### src/design/assert_macros.svh
// Assertion helpers. Define ASSERT_OFF to compile them out.
`ifndef ASSERT_MACROS_SVH
`define ASSERT_MACROS_SVH

`ifndef ASSERT_OFF

// Property holds at every clock edge out of reset.
`define ASSERT_HOLDS(label, clk, rst_n, prop, msg) \
    label: assert property (@(posedge clk) disable iff (!rst_n) (prop)) else $error(msg);

// Same-cycle implication.
`define ASSERT_IMPLIES(label, clk, rst_n, pre, post, msg) \
    label: assert property (@(posedge clk) disable iff (!rst_n) (pre) |-> (post)) \
        else $error(msg);

// Next-cycle implication.
`define ASSERT_NEXT(label, clk, rst_n, pre, post, msg) \
    label: assert property (@(posedge clk) disable iff (!rst_n) (pre) |=> (post)) \
        else $error(msg);

`else

`define ASSERT_HOLDS(label, clk, rst_n, prop, msg)
`define ASSERT_IMPLIES(label, clk, rst_n, pre, post, msg)
`define ASSERT_NEXT(label, clk, rst_n, pre, post, msg)

`endif

`endif

### src/design/cltt_pkg.sv
package cltt_pkg;

    localparam int ROWS_DEF = 2;
    localparam int COLS_DEF = 20;

    localparam int NREGS     = 3;
    localparam int CFG_IDX_W = 2;

    localparam logic [CFG_IDX_W-1:0] CFG_IDX_ROW0 = 2'd0;
    localparam logic [CFG_IDX_W-1:0] CFG_IDX_ROW1 = 2'd1;
    localparam logic [CFG_IDX_W-1:0] CFG_IDX_ROW2 = 2'd2;

    localparam logic [7:0] ROW0_CMD_RST = 8'h80;
    localparam logic [7:0] ROW1_CMD_RST = 8'hC0;
    localparam logic [7:0] ROW2_CMD_RST = 8'h94;

    localparam logic [7:0] CH_NL     = 8'h0A;
    localparam logic [7:0] CH_CR     = 8'h0D;
    localparam logic [7:0] CH_FF     = 8'h0C;
    localparam logic [7:0] CH_SPACE  = 8'h20;
    localparam logic [7:0] CMD_CLEAR = 8'h01;

    localparam logic RS_CMD  = 1'b0;
    localparam logic RS_DATA = 1'b1;

    typedef enum logic [2:0] {
        ST_IDLE,
        ST_CMD,
        ST_READ,
        ST_DATA,
        ST_FF,
        ST_MOVE
    } cltt_state_t;

    typedef struct packed {
        logic store_char;   // write char at cursor if row not full
        logic clear_all;    // form feed: blank store, home cursor
        logic start_dump;   // latch newline flag, row counter to 0
        logic load_cmd;     // row start command into output register
        logic issue_read;   // read store at dump position
        logic load_data;    // read data into output register
        logic load_ff;      // clear command into output register
        logic next_col;
        logic next_row;
        logic move_down;    // cursor down or scroll
    } cltt_cmd_t;

    typedef struct packed {
        logic is_nl;
        logic is_cr;
        logic is_ff;
        logic out_free;
        logic col_last;
        logic row_last;
    } cltt_status_t;

endpackage

### src/design/cltt_ctrl.sv
module cltt_ctrl
    import cltt_pkg::*;
(
    input  logic         clk,
    input  logic         rst_n,
    input  logic         char_valid,
    output logic         char_stall,
    input  cltt_status_t status,
    output cltt_cmd_t    cmd
);

    cltt_state_t state_reg;
    cltt_state_t state_next;

    always_ff @(posedge clk or negedge rst_n)
    begin
        if (!rst_n)
        begin
            state_reg <= ST_IDLE;
        end
        else
        begin
            state_reg <= state_next;
        end
    end

    always_comb
    begin
        state_next = state_reg;
        cmd        = '0;
        char_stall = 1'b1;
        unique case (state_reg)
            ST_IDLE:
            begin
                char_stall = 1'b0;
                if (char_valid)
                begin
                    priority if (status.is_nl || status.is_cr)
                    begin
                        cmd.start_dump = 1'b1;
                        state_next     = ST_CMD;
                    end
                    else if (status.is_ff)
                    begin
                        cmd.clear_all = 1'b1;
                        state_next    = ST_FF;
                    end
                    else
                    begin
                        cmd.store_char = 1'b1;
                    end
                end
            end
            ST_CMD:
            begin
                if (status.out_free)
                begin
                    cmd.load_cmd = 1'b1;
                    state_next   = ST_READ;
                end
            end
            ST_READ:
            begin
                cmd.issue_read = 1'b1;
                state_next     = ST_DATA;
            end
            ST_DATA:
            begin
                if (status.out_free)
                begin
                    cmd.load_data = 1'b1;
                    priority if (!status.col_last)
                    begin
                        cmd.next_col = 1'b1;
                        state_next   = ST_READ;
                    end
                    else if (!status.row_last)
                    begin
                        cmd.next_row = 1'b1;
                        state_next   = ST_CMD;
                    end
                    else
                    begin
                        state_next = ST_MOVE;
                    end
                end
            end
            ST_FF:
            begin
                if (status.out_free)
                begin
                    cmd.load_ff = 1'b1;
                    state_next  = ST_IDLE;
                end
            end
            ST_MOVE:
            begin
                cmd.move_down = 1'b1;
                state_next    = ST_IDLE;
            end
            default:
            begin
                state_next = ST_IDLE;
            end
        endcase
    end

endmodule

### src/design/cltt_datapath.sv
module cltt_datapath
    import cltt_pkg::*;
#(
    parameter int ROWS = ROWS_DEF,
    parameter int COLS = COLS_DEF
)
(
    input  logic                 clk,
    input  logic                 rst_n,
    input  logic [7:0]           char_code,
    input  logic                 cfg_valid,
    input  logic [CFG_IDX_W-1:0] cfg_index,
    input  logic [7:0]           cfg_data,
    input  cltt_cmd_t            cmd,
    output cltt_status_t         status,
    output logic                 lcd_valid,
    input  logic                 lcd_stall,
    output logic [7:0]           lcd_byte,
    output logic                 register_select,
    output logic                 last_of_run
);

    localparam int ROW_W  = (ROWS > 1) ? $clog2(ROWS) : 1;
    localparam int COL_W  = $clog2(COLS + 1);
    localparam int CI_W   = (COLS > 1) ? $clog2(COLS) : 1;
    localparam int DEPTH  = ROWS * COLS;
    localparam int ADDR_W = (DEPTH > 1) ? $clog2(DEPTH) : 1;

    localparam logic [ROW_W-1:0] ROW_LAST = ROW_W'(ROWS - 1);
    localparam logic [COL_W-1:0] COL_LAST = COL_W'(COLS - 1);
    localparam logic [COL_W-1:0] COL_FULL = COL_W'(COLS);

    // screen rows live in a ring: logical row r sits in physical row (r + base) mod ROWS
    logic [7:0]       screen_mem [DEPTH];
    logic [COLS-1:0]  valid_reg  [ROWS];
    logic [COLS-1:0]  valid_next [ROWS];

    logic [7:0]       start_cmd_reg [NREGS];
    logic [ROW_W-1:0] cur_row_reg, cur_row_next;
    logic [COL_W-1:0] cur_col_reg, cur_col_next;
    logic [ROW_W-1:0] base_reg, base_next;
    logic [ROW_W-1:0] row_cnt_reg, row_cnt_next;
    logic [COL_W-1:0] col_cnt_reg, col_cnt_next;
    logic             nl_reg, nl_next;
    logic             out_valid_reg, out_valid_next;
    logic [7:0]       out_byte_reg, out_byte_next;
    logic             out_rs_reg, out_rs_next;
    logic             out_last_reg, out_last_next;
    logic [7:0]       rd_data_reg;
    logic             rd_valid_reg;

    logic [ROW_W-1:0]  wr_prow;
    logic [ROW_W-1:0]  rd_prow;
    logic [ADDR_W-1:0] wr_addr;
    logic [ADDR_W-1:0] rd_addr;
    logic              wr_en;

    function automatic logic [ROW_W-1:0] phys_row(input logic [ROW_W-1:0] lrow,
                                                  input logic [ROW_W-1:0] base);
        logic [ROW_W:0] sum;
        sum = {1'b0, lrow} + {1'b0, base};
        if (sum >= (ROW_W + 1)'(ROWS))
        begin
            sum = sum - (ROW_W + 1)'(ROWS);
        end
        return sum[ROW_W-1:0];
    endfunction

    assign wr_prow = phys_row(cur_row_reg, base_reg);
    assign rd_prow = phys_row(row_cnt_reg, base_reg);
    assign wr_addr = ADDR_W'(wr_prow) * ADDR_W'(COLS) + ADDR_W'(cur_col_reg[CI_W-1:0]);
    assign rd_addr = ADDR_W'(rd_prow) * ADDR_W'(COLS) + ADDR_W'(col_cnt_reg[CI_W-1:0]);
    assign wr_en   = cmd.store_char && (cur_col_reg < COL_FULL);

    assign status.is_nl    = (char_code == CH_NL);
    assign status.is_cr    = (char_code == CH_CR);
    assign status.is_ff    = (char_code == CH_FF);
    assign status.out_free = !out_valid_reg || !lcd_stall;
    assign status.col_last = (col_cnt_reg == COL_LAST);
    assign status.row_last = (row_cnt_reg == ROW_LAST);

    assign lcd_valid       = out_valid_reg;
    assign lcd_byte        = out_byte_reg;
    assign register_select = out_rs_reg;
    assign last_of_run     = out_last_reg;

    always_comb
    begin
        cur_row_next = cur_row_reg;
        cur_col_next = cur_col_reg;
        base_next    = base_reg;
        row_cnt_next = row_cnt_reg;
        col_cnt_next = col_cnt_reg;
        nl_next      = nl_reg;
        valid_next   = valid_reg;

        if (wr_en)
        begin
            valid_next[wr_prow][cur_col_reg[CI_W-1:0]] = 1'b1;
            cur_col_next = cur_col_reg + COL_W'(1);
        end
        if (cmd.clear_all)
        begin
            for (int r = 0; r < ROWS; r++)
            begin
                valid_next[r] = '0;
            end
            cur_row_next = '0;
            cur_col_next = '0;
        end
        if (cmd.start_dump)
        begin
            nl_next      = status.is_nl;
            row_cnt_next = '0;
        end
        if (cmd.load_cmd)
        begin
            col_cnt_next = '0;
        end
        if (cmd.next_col)
        begin
            col_cnt_next = col_cnt_reg + COL_W'(1);
        end
        if (cmd.next_row)
        begin
            row_cnt_next = row_cnt_reg + ROW_W'(1);
        end
        if (cmd.move_down)
        begin
            if (nl_reg)
            begin
                cur_col_next = '0;
            end
            if (cur_row_reg < ROW_LAST)
            begin
                cur_row_next = cur_row_reg + ROW_W'(1);
            end
            else
            begin
                // old top row becomes the blank bottom row
                valid_next[base_reg] = '0;
                base_next = (base_reg == ROW_LAST) ? '0 : base_reg + ROW_W'(1);
            end
        end
    end

    always_comb
    begin
        out_byte_next  = out_byte_reg;
        out_rs_next    = out_rs_reg;
        out_last_next  = out_last_reg;
        out_valid_next = out_valid_reg && lcd_stall;
        priority if (cmd.load_cmd)
        begin
            out_byte_next  = start_cmd_reg[CFG_IDX_W'(row_cnt_reg)];
            out_rs_next    = RS_CMD;
            out_last_next  = 1'b0;
            out_valid_next = 1'b1;
        end
        else if (cmd.load_data)
        begin
            out_byte_next  = rd_valid_reg ? rd_data_reg : CH_SPACE;
            out_rs_next    = RS_DATA;
            out_last_next  = status.row_last && status.col_last;
            out_valid_next = 1'b1;
        end
        else if (cmd.load_ff)
        begin
            out_byte_next  = CMD_CLEAR;
            out_rs_next    = RS_CMD;
            out_last_next  = 1'b1;
            out_valid_next = 1'b1;
        end
        else
        begin
            out_valid_next = out_valid_reg && lcd_stall;
        end
    end

    always_ff @(posedge clk)
    begin
        if (wr_en)
        begin
            screen_mem[wr_addr] <= char_code;
        end
        if (cmd.issue_read)
        begin
            rd_data_reg  <= screen_mem[rd_addr];
            rd_valid_reg <= valid_reg[rd_prow][col_cnt_reg[CI_W-1:0]];
        end
        out_byte_reg <= out_byte_next;
        out_rs_reg   <= out_rs_next;
        out_last_reg <= out_last_next;
        row_cnt_reg  <= row_cnt_next;
        col_cnt_reg  <= col_cnt_next;
        nl_reg       <= nl_next;
    end

    always_ff @(posedge clk or negedge rst_n)
    begin
        if (!rst_n)
        begin
            start_cmd_reg[CFG_IDX_ROW0] <= ROW0_CMD_RST;
            start_cmd_reg[CFG_IDX_ROW1] <= ROW1_CMD_RST;
            start_cmd_reg[CFG_IDX_ROW2] <= ROW2_CMD_RST;
            cur_row_reg   <= '0;
            cur_col_reg   <= '0;
            base_reg      <= '0;
            out_valid_reg <= 1'b0;
            for (int r = 0; r < ROWS; r++)
            begin
                valid_reg[r] <= '0;
            end
        end
        else
        begin
            if (cfg_valid && (cfg_index < CFG_IDX_W'(NREGS)))
            begin
                start_cmd_reg[cfg_index] <= cfg_data;
            end
            cur_row_reg   <= cur_row_next;
            cur_col_reg   <= cur_col_next;
            base_reg      <= base_next;
            out_valid_reg <= out_valid_next;
            valid_reg     <= valid_next;
        end
    end

endmodule

### src/design/char_lcd_text_terminal.sv
// Printable char: stored at the cursor, no output. Form feed: one clear command.
// Newline / carriage return: each row goes out as its start command, then its data bytes;
// each data byte is read from the screen memory, then loaded into the output register.
// The first LCD write after a newline is the row start command, once the output is free.
// Reset (async, active low): row start commands to defaults, cursor home, store reads as
// spaces through per-entry valid bits cleared at once; no clearing pass.
`include "assert_macros.svh"

module char_lcd_text_terminal
    import cltt_pkg::*;
#(
    parameter int ROWS = ROWS_DEF,
    parameter int COLS = COLS_DEF
)
(
    input  logic                 clk,
    input  logic                 rst_n,
    input  logic                 char_valid,
    output logic                 char_stall,
    input  logic [7:0]           char_code,
    input  logic                 cfg_valid,
    output logic                 cfg_ready,
    input  logic [CFG_IDX_W-1:0] cfg_index,
    input  logic [7:0]           cfg_data,
    output logic                 lcd_valid,
    input  logic                 lcd_stall,
    output logic [7:0]           lcd_byte,
    output logic                 register_select,
    output logic                 last_of_run
);

    cltt_cmd_t    cmd;
    cltt_status_t status;

    // the user must write registers only while idle (the block does not enforce it), so writes never wait
    assign cfg_ready = 1'b1;

    cltt_ctrl u_ctrl (
        .clk        (clk),
        .rst_n      (rst_n),
        .char_valid (char_valid),
        .char_stall (char_stall),
        .status     (status),
        .cmd        (cmd)
    );

    cltt_datapath #(
        .ROWS (ROWS),
        .COLS (COLS)
    ) u_datapath (
        .clk             (clk),
        .rst_n           (rst_n),
        .char_code       (char_code),
        .cfg_valid       (cfg_valid),
        .cfg_index       (cfg_index),
        .cfg_data        (cfg_data),
        .cmd             (cmd),
        .status          (status),
        .lcd_valid       (lcd_valid),
        .lcd_stall       (lcd_stall),
        .lcd_byte        (lcd_byte),
        .register_select (register_select),
        .last_of_run     (last_of_run)
    );

    `ASSERT_HOLDS(a_single_load, clk, rst_n, $onehot0({cmd.load_cmd, cmd.load_data, cmd.load_ff}), "two output loads at once")
    `ASSERT_IMPLIES(a_load_when_free, clk, rst_n, (cmd.load_cmd || cmd.load_data || cmd.load_ff), status.out_free, "output register overwritten")
    `ASSERT_IMPLIES(a_idle_quiet, clk, rst_n, !char_stall, !(cmd.load_cmd || cmd.load_data || cmd.issue_read || cmd.load_ff || cmd.move_down), "dump activity while taking chars")
    `ASSERT_NEXT(a_dump_blocks, clk, rst_n, cmd.start_dump, (char_stall && !cmd.store_char), "char taken during dump")

endmodule
### config.mk
export PLATFORM = sky130hd
export DESIGN_NAME = char_lcd_text_terminal
export DESIGN_NICKNAME = d
export VERILOG_FILES = /design/src/design/cltt_pkg.sv /design/src/design/cltt_ctrl.sv /design/src/design/cltt_datapath.sv /design/src/design/char_lcd_text_terminal.sv
export VERILOG_INCLUDE_DIRS = /design/src /design/src/design
export SDC_FILE = /design/constraint.sdc
export NUM_CORES = 1
export LEC_CHECK = 0
export ABC_AREA = 1
export BUFFER_PORTS_ARGS = -buffer_cell sky130_fd_sc_hd__clkbuf_2
export CELL_PAD_IN_SITES_DETAIL_PLACEMENT = 2
export CELL_PAD_IN_SITES_GLOBAL_PLACEMENT = 2
export CORE_MARGIN = 1
export CORE_UTILIZATION = 46
export DETAILED_ROUTE_END_ITERATION = 16
export GPL_ROUTABILITY_DRIVEN = 0
export MAX_ROUTING_LAYER = met4
export PLACE_DENSITY = 0.95
export SLEW_MARGIN = 20
export SYNTH_ARGS = -nofsm -noshare
export SYNTH_HDL_FRONTEND = slang
export SYNTH_SLANG_ARGS = --single-unit
### constraint.sdc
create_clock -name clk -period 7.8 [get_ports clk]
set_input_delay 0 -clock clk [delete_from_list [all_inputs] [get_ports clk]]
set_output_delay 0 -clock clk [all_outputs]
set_load 0.02 [all_outputs]
==> metrics.yaml <==
drt:
  drtIter0Drc: 1636
  drt_pass1_iterations: 6
  totalWireLength_um: 80800
  num_vias: 14775
  routed_via_density: 6.58
  wire_per_inst_um: 36.0
  ant_nets: 0
  remaining_drc_errors: 0
die:
  io_pins: 36
  core_sq_um: 38600
  die_h_um: 200
  num_rows: 72
  dieArea_sq_um: 39900
  die_w_um: 200
  start_util_pct: 46.6
logic_synthesis:
  async_flop_share_pct: 16.2
  synthTopCellsByCount: "edfxtp_1, nand2_1, nor2_1"
  synth.top_cell.area_share_pct: 57.5
  synth_area_sq_um: 18000
  yosysWarningCount: 0
  synth_ff_type: "edfxtp_1"
  synth_area_leaders: "edfxtp_1, dfrtp_1, nand2_1"
  syn_nets: 1703
  post-synth-top-count-cell: "edfxtp_1"
  syn_inst: 1669
  synth_edf_count: 344
  yosysTopAreaCell: "edfxtp_1"
  ys_types: 40
  avgSynthCellArea_sq_um: 10.8
  ys_seq_elements: 413
  yosysSeqAreaShare_pct: 67.1
timing:
  maxSlewHeadroom_pct: 24.0
  tns_ns: 0
  post-route-period-util_pct: 58.4
  min_period_ns: 4.55
  slew_violations: 0
  grt_setup_unrepaired: "false"
  final_hold_viol_count: 0
  max_clock_freq_mhz: 220
  tightest_slew_ns: 1.14
  finalSetupViolCount: 0
  finalClockSkew_ns: 0.0301
  hold-worst-slack_ns: 0.0532
critical_path:
  critPathArrivalTime_ns: 4.85
  crit_required_ns: 8.10
  crit_path_start_kind: "flip-flop"
  path_cells: "inv_2, nand2_1, nand2_1, ha_1, ha_1, inv_1, nand2_1, nand3_1, nand3_1, nand2_1"
  cpLargestDelayFamily: "simple AND/OR/NAND/NOR gates"
  worst-path-buf-inv: 2
  worstSetupPathType: "flip-flop to flip-flop"
  cpPeakStageDelay_ns: 0.79
  crit_fanout: 17
  crit_top_cell: "nand2_1"
  timing.critical_path.to_type: "flip-flop"
  slowest_stage: "ha_1"
power:
  power.density_nw_per_um2: 312
  peakVddDrop_mv: 0.194
  p_leak_nw: 7.39
final_layout:
  nFillCells: 3743
  largest_reg_flops: 320
  fin_util_pct: 51.7
  drive_above_1_share_pct: 10.7
  fin_nets: 1725
  finalNonFillerCells: 2246
  multiInputGateArea_sq_um: 5040
  regArea_sq_um: 12100
  area_growth_pct: 10.9
run_status:
  status: "completed"
cts:
  cts.path.max_buffers: 3
  clk_pin_slew_ns: 0.09
  cts_setup_buffers: 0
  numCtsBuffers: 44
  tritoncts: "done"
  h-tree-depth: 2
  clk-insertion-delay-late_ns: 0.58
  cts_root_buf: "clkbuf_16"
  clock-sinks: 413
hold_path:
  min_path_type: "input port to flip-flop"
placed_design:
  io_buffers: 34
  dp_hpwl_um: 43600
  place_inst: 2152
global_routing:
  antenna_found_initial: 2
  grt_overflow: 0
  grt.total_usage_pct: 42.6
  grt_pass1_vias: 16085
  grt_max_degree: 87
  grt_pass1_wl_um: 116000
run:
  maxCapViolCount: 0
-- power breakdown --
part           switching (mW)  leakage (nW)  internal [mW]  total, mW
clock                   0.990         0.649           1.10       2.09
combinational            1.13          2.76          0.302       1.43
sequential              0.138          3.98           2.57       2.70
total                    2.25          7.39           3.97       6.23
-- cells by family (layout without fill, tap and decap cells) --
kind of cell               Yosys count  after routing  share of synthesized area, %
buffers and inverters              204            261                          5.02
xor gates and xnor gates             6              6                         0.292
adders and majority gates           11             11                         0.766
AOI/OAI and AO/OA                  289            289                          9.44
and+or+nand+nor                    745            745                          17.4
DFF                                413            413                          67.1
other                                1              3                        0.0209
-- through the flow --
step           total power [mW]  setup slack (ns)  cell area (sq um)
4_1_cts                    6.06              3.61              19900
2_1_floorplan              3.44              5.19              18000
6_report                   6.23              3.25              19900
3_5_place_dp               3.93              3.73              18500
5_1_grt                    6.32              3.27              19900
3_3_place_gp               3.74              4.27              18500
-- cell type report --
class / instances / share of cell area (%)
inverters: 115 / 2.18
clock inverters: 18 / 0.446
flip-flops and latches: 413 / 60.5
well taps: 518 / 3.25
clock buffers: 63 / 6.20
repair buffers: 65 / 2.16
diodes: 2 / 0.0251
multi-input cells: 1052 / 25.3
-- layer usage --
metal	GRT usage [%]	wire length [um]
met5	-	0
met4	31.0	7200
met3	9.81	6480
met2	69.8	39300
met1	45.3	27800
-- worst reg2reg max path, cell delays in order, from the launching register on --
cell and delay, ns:
edfxtp_1 0.70, inv_2 0.25, nand2_1 0.17, nand2_1 0.50
ha_1 0.50, ha_1 0.79, inv_1 0.55, nand2_1 0.21
nand3_1 0.17, nand3_1 0.26, nand2_1 0.19
-- worst paths after layout --
kind	start	endpoint	slack, ns	depth (start not counted)
max	u_datapath.row_cnt_reg$_SDFFCE_PN0P_	u_datapath.rd_data_reg[5]$_DFFE_PP_	3.25	10
min	char_code[5]	u_datapath.screen_mem[20][5]$_DFFE_PP_	0.05	2
max reg2reg	u_datapath.row_cnt_reg$_SDFFCE_PN0P_	u_datapath.rd_data_reg[5]$_DFFE_PP_	3.25	10
min reg2reg	u_datapath.register_select$_SDFFE_PP0P_	u_datapath.register_select$_SDFFE_PP0P_	0.56	2
max in group asynchronous	rst_n	u_datapath.start_cmd_reg[11]$_DFFE_PN0P_	6.84	3
min in group asynchronous	rst_n	u_datapath.valid_reg[35]$_DFF_PN0_	0.33	3
-- repair_timing --
item,in CTS,in global routing
hold buffers,11,0
endpoints found under the hold margin,83,0
endpoints found under the setup margin,0,0
gates resized for setup,0,0
-- layout by cell type (no fill, tap or decap), drive strengths merged, types with 4 or more instances in the layout --
master	n
nand2	348
edfxtp	344
nor2	224
nand3	158
o21ai	145
inv	113
clkbuf	96
a21oi	75
dfrtp	64
o22ai	41
buf	21
clkinv	20
nor3	11
ha	11
dlygate4sd3	11
o211ai	10
o31ai	9
o221ai	8
xor2	4
Note: power is estimated with default switching activity, not from simulation.
